--- src/hdl/assert_macros.svh ---
// ---------------------------------------------------------------------------
// assert_macros.svh
// Shared assertion macros, clocked on clk and disabled while rst_n is low.
// ---------------------------------------------------------------------------
`ifndef ASSERT_MACROS_SVH
`define ASSERT_MACROS_SVH

// property must hold at every clock edge out of reset
`define ASSERT_CLK(label, prop, msg) \
  label: assert property (@(posedge clk) disable iff (!rst_n) prop) else $error(msg);

// condition must never be seen at a clock edge out of reset
`define ASSERT_NEVER(label, cond, msg) \
  label: assert property (@(posedge clk) disable iff (!rst_n) !(cond)) else $error(msg);

`endif

--- src/hdl/srps_pkg.sv ---
// ---------------------------------------------------------------------------
// srps_pkg
// Types, codes and constants of the stepper ramp pulse sequencer.
// ---------------------------------------------------------------------------
package srps_pkg;

  localparam int DEF_TABLE_DEPTH = 1024;
  localparam int DEF_TIMER_CLOCK = 1000000;
  localparam int STEP_BITS       = 24;
  localparam int POS_W1          = STEP_BITS + 1;
  localparam int RLEN_W          = 12;
  localparam int SPEED_W         = 16;
  localparam int IDX_W           = 10;
  localparam int CFG_IDX_W       = 2;
  localparam int CFG_DATA_W      = 16;

  localparam logic [SPEED_W-1:0] SHORT_HALF = 16'd1500;
  localparam logic [SPEED_W-1:0] HALF_MAX   = 16'hFFFF;

  localparam logic [1:0] FUNC_LOAD  = 2'd0;
  localparam logic [1:0] FUNC_START = 2'd1;
  localparam logic [1:0] FUNC_CMP   = 2'd2;
  localparam logic [1:0] FUNC_STOP  = 2'd3;

  localparam logic [CFG_IDX_W-1:0] CFG_RAMP_STEPS   = 2'd0;
  localparam logic [CFG_IDX_W-1:0] CFG_TIMER_RELOAD = 2'd1;

  typedef enum logic [1:0] {
    PH_STOP,
    PH_ACCEL,
    PH_CRUISE,
    PH_DECEL
  } phase_t;

  typedef enum logic [1:0] {
    ST_IDLE,
    ST_EXEC,
    ST_DIV,
    ST_OUT
  } state_t;

  typedef struct packed {
    logic               start;
    logic [SPEED_W-1:0] divisor;
  } div_req_t;

  typedef struct packed {
    logic               done;
    logic [SPEED_W-1:0] half;
  } div_rsp_t;

endpackage

--- src/hdl/srps_div.sv ---
// ---------------------------------------------------------------------------
// srps_div
// Serial restoring divider: timer clock / speed, halved, saturated to 16 bit.
// ---------------------------------------------------------------------------
`include "assert_macros.svh"

module srps_div import srps_pkg::*; #(
  parameter int TIMER_CLOCK = DEF_TIMER_CLOCK
) (
  input  logic     clk,
  input  logic     rst_n,
  input  div_req_t req,
  output div_rsp_t rsp
);

  localparam int DW = $clog2(TIMER_CLOCK + 1);
  localparam int CW = $clog2(DW);
  localparam logic [DW-1:0] DIVIDEND = DW'(TIMER_CLOCK);

  logic               busy_r, busy_nxt;
  logic               done_r, done_nxt;
  logic [CW-1:0]      cnt_r, cnt_nxt;
  logic [SPEED_W-1:0] rem_r, rem_nxt;
  logic [DW-1:0]      quo_r, quo_nxt;
  logic [SPEED_W-1:0] dsr_r, dsr_nxt;

  logic [SPEED_W:0]   trial;
  logic               ge;
  logic [31:0]        qh;

  assign trial = {rem_r, DIVIDEND[cnt_r]};
  assign ge    = trial >= {1'b0, dsr_r};
  assign qh    = 32'(quo_r >> 1);

  always_comb begin
    busy_nxt = busy_r;
    done_nxt = 1'b0;
    cnt_nxt  = cnt_r;
    rem_nxt  = rem_r;
    quo_nxt  = quo_r;
    dsr_nxt  = dsr_r;
    if (req.start) begin
      busy_nxt = 1'b1;
      cnt_nxt  = CW'(DW - 1);
      rem_nxt  = '0;
      quo_nxt  = '0;
      dsr_nxt  = req.divisor;
    end else if (busy_r) begin
      rem_nxt = ge ? SPEED_W'(trial - {1'b0, dsr_r}) : SPEED_W'(trial);
      quo_nxt = {quo_r[DW-2:0], ge};
      cnt_nxt = cnt_r - 1'b1;
      if (cnt_r == '0) begin
        busy_nxt = 1'b0;
        done_nxt = 1'b1;
      end
    end
  end

  always_ff @(posedge clk) begin
    if (!rst_n) begin
      busy_r <= 1'b0;
      done_r <= 1'b0;
    end else begin
      busy_r <= busy_nxt;
      done_r <= done_nxt;
    end
    cnt_r <= cnt_nxt;
    rem_r <= rem_nxt;
    quo_r <= quo_nxt;
    dsr_r <= dsr_nxt;
  end

  assign rsp.done = done_r;
  assign rsp.half = (|qh[31:16]) ? HALF_MAX : qh[15:0];

  `ASSERT_NEVER(a_div_start_busy, req.start && busy_r, "divider restarted while busy")
  `ASSERT_NEVER(a_div_zero, req.start && (req.divisor == '0), "divider started with zero speed")
  `ASSERT_CLK(a_div_done_busy, done_r |-> $past(busy_r), "divider done without a run")

endmodule

--- config.mk ---
export PLATFORM = sky130hd
export DESIGN_NAME = srps_div
export DESIGN_NICKNAME = d
export VERILOG_FILES = /design/src/hdl/srps_pkg.sv /design/src/hdl/srps_div.sv
export VERILOG_INCLUDE_DIRS = /design/src /design/src/hdl
export SDC_FILE = /design/constraint.sdc
export NUM_CORES = 1
export LEC_CHECK = 0
export BUFFER_PORTS_ARGS = -buffer_cell sky130_fd_sc_hd__buf_2
export CORE_MARGIN = 4
export CORE_UTILIZATION = 53
export DETAILED_ROUTE_END_ITERATION = 10
export GPL_ROUTABILITY_DRIVEN = 1
export PLACE_DENSITY_LB_ADDON = 0.05
export SKIP_LAST_GASP = 1
export SLEW_MARGIN = 15
export SYNTH_ARGS = -nofsm -noshare
export SYNTH_HDL_FRONTEND = slang
export SYNTH_SLANG_ARGS = --single-unit
--- constraint.sdc ---
create_clock -name clk -period 2.23 [get_ports clk]
set_input_delay 0.223 -clock clk [delete_from_list [all_inputs] [get_ports clk]]
set_output_delay 0.223 -clock clk [all_outputs]
set_load 0.005 [all_outputs]
==> summary.md <==
| Metric | Value |
|---|---|
| Critical Path Source | dsr_r[6] |
| Crit path max fanout | 7 |
| CTS Sinks | 60 |
| Htree depth | 3 |
| Crit-path max cell delay | approximately 380 ps |
| Critical Path End Type | flop |
| Port Buffers | 35 |
| Cts bufs inserted | 9 |
| Final TNS setup | -727 ps |
| Synth Instances | 346 |
| Element type at the critical path start | flop |
| Ys flop type | dfxtp_1 |
| Mapped Area | ~3300 sq um |
| Slowest CP cell | edfxtp_1 |
| Arr. time, crit path | between 2000 and 3000 ps |
| Register area | ~1400 sq um |
| Clk pin slew, worst setup/hold paths | ~70 ps |
| Lkg Pwr | between 1.5 and 2 nW |
| Final Wtd Congestion | between 0.8 and 0.9 |
| CTS Buffer Depth | 2 |
| Layout Skew | just under 7 ps |
| All-Layer GR Usage | between 15 and 20% |
| Unrepaired setup endpoints after global routing | true |
| Max Cap Viol | 0 |
| Final Slew Violations | 0 |
| Flops & latches, synth | 60 |
| Via density | around 5.3 |
| Maximum vdd drop | around 460 uV |
| PD cells | 659 nW/um^2 |
| Clock Root Buffer | clkbuf_8 |
| Starting DRT DRC Count | roughly 110 |
| Fin util | a little over two thirds |
| DRC viols | 0 |
| Async set-reset flop share out of synthesis | 0% |
| Placed inst area | ~3800 sq um |
| Synthesized area per cell | 9.51 sq um |
| Minimum clock period after layout | 2340 ps |
| Final worst slack | -107 ps |
| Multi-input logic area | 1950 sq um |
| Std-Cell Rows | 28 |
| Final period utilization | 105% |
| Leading cell types in the layout, fill and taps excluded | 44 x nor2_1, 43 x dfxtp_1, 39 x buf_4, 35 x buf_2, 26 x mux2i_1 |
| Via Count | ~2.6k |
| Global-route wire length before repair | around 12 mm |
| DR WL/cell | between 10 and 15 um |
| CP Class | flop to flop |
| Hold_sp | req[4] |
| Layout cells sized above 1 | 31.6% |
| Worst endpoint required time | between 2000 and 3000 ps |
| Worst path cell trace | inv_2 > ha_4 > a21o_1 > a21o_1 > a221o_1 > a31oi_4 > o41ai_4 > buf_4 > buf_6 > o31ai_2 > a31o_1 |
| Largest net degree at the start of global routing | 42 |
| Syn nets | around 380 |
| RR Startpoint | dsr_r[6] |
| Class of the worst hold path | primary input to flop |
| WL final | 6.80 mm |
| Clock latency on the worst-skew pair | around 340 ps |
| Pwr Total | approximately 2.7 mW |
| Initial core utilization | 54.9% |
| Worst Reg-to-Reg Cells | 11 |
| P&R area growth vs syn | 26.2% |
| Io pins | 36 |
| Number of synthesized flops with an enable pin | 16 |
| Grt ovf | 0 |
| DRT antenna net count | 0 |
| YS warnings | 0 |
| Area leader, netlist | dfxtp_1 |
| Drt first pass iters | 4 |
| Worst-Margin Slew | approximately 650 ps |
| DP Wirelength | roughly 4.7 mm |
| Post-synthesis sequential area ratio | 41.4% |
| Number of fill cells in the layout | between 400 and 500 |
| Post-cts hold buffer count | 0 |
| Most common cell after layout, fill and taps aside | nor2_1 |
| Status | complete, but fails checks |
| Fin. Hold Viols | 0 |
| Full die area | 7540 sq um |
| Die width | between 80 and 90 um |
| Initial antenna violation count | 0 |
| Hold Path Stages | 1 |
| Synth top area share | a little over a quarter |
| Die height | just under 90 um |
| Final layout net count | between 400 and 500 |
| Failing checks | setup timing |
| CP dominant cell by count | a21o_1 |
| Max Fclk | 0.428 GHz |
| Core area | approximately 6000 sq um |
| Number of global-route vias before repair | between 2k and 3k |
| Ant. Diodes | 0 |
| Synth top area cells | dfxtp_1 27%, edfxtp_1 15%, mux2i_1 8.2% |
| Max_slew headroom | 56.6% |
| Worst slack, placed | -133 ps |
| CTS tree | done |
| Final setup fails | 15 |
| Count of cell types in the netlist | 53 |
| Design area | 4160 sq um |
-- path summary, 6_finish.rpt --
path	slack, ps	to
max	-110	rem_r[14]
min	60	dsr_r[4]
max reg2reg	-110	rem_r[14]
min reg2reg	510	quo_r[0]
-- critical path, delay by kind of cell, from the launching register on --
family | cells | cell delay, ps
AOI/OAI and AO/OA | 7 | 1340
DFF | 1 | 380
buffers and inverters | 3 | 360
adders and majority gates | 1 | 190
-- cell families after synthesis --
logic type,Yosys count,synth area share [%]
compound gates,63,14.3
fa+ha+maj,18,7.07
xor+xnor,17,4.52
mux,28,8.55
buf+inv,41,5.36
flops,60,41.4
simple gates,119,18.8
-- metrics by stage --
step	hold slack, ps	cells
2_1_floorplan	302	346
3_3_place_gp	399	472
3_5_place_dp	401	472
4_1_cts	44.4	492
5_1_grt	33.9	493
6_report	57.0	493
-- cell usage after synthesis, types with 8 or more instances --
master / number
a21oi_1: 12
nand2_1: 19
xnor2_1: 9
edfxtp_1: 16
dfxtp_1: 44
nand2b_1: 19
xor2_1: 8
a211oi_1: 9
mux2i_1: 27
clkbuf_1: 13
inv_1: 21
nor2_1: 45
ha_1: 17
-- where the power goes --
group	switching, mW	internal (mW)	total [mW]
combinational	0.304	0.302	0.606
sequential	0.0299	1.17	1.20
clock	0.426	0.511	0.936
total	0.760	1.98	2.74
-- routing by layer --
metal	vias to the layer above	track usage [%]	wire, um
met5	-	0	0
met3	8	4.94	239
met4	0	7.37	87
met1	1205	24.1	3170
li1	1354	-	-
met2	36	32.1	3310
-- cell type report --
| class | count | area share [%] |
|---|---|---|
| inverter | 21 | 1.90 |
| sequential | 60 | 32.8 |
| timing repair buffer | 76 | 11.8 |
| clock buffer | 11 | 3.16 |
| tap | 75 | 2.26 |
| multi-input combinational | 245 | 46.8 |
| clock inverter | 5 | 1.26 |
-- sequential cells by signal, summed over array words and instances, names as in the netlist --
name and flops:
busy_r 1, cnt_r 5, done_r 1, dsr_r 16, quo_r 20, rem_r 16, trial 1
-- timing repair --
item,CTS,global route
pin swaps,21,14
resized for setup,15,19
endpoints found under the setup margin,16,17
buffers inserted,4,1
endpoints found under the hold margin,0,0
Note: power is estimated with default switching activity, not from simulation.
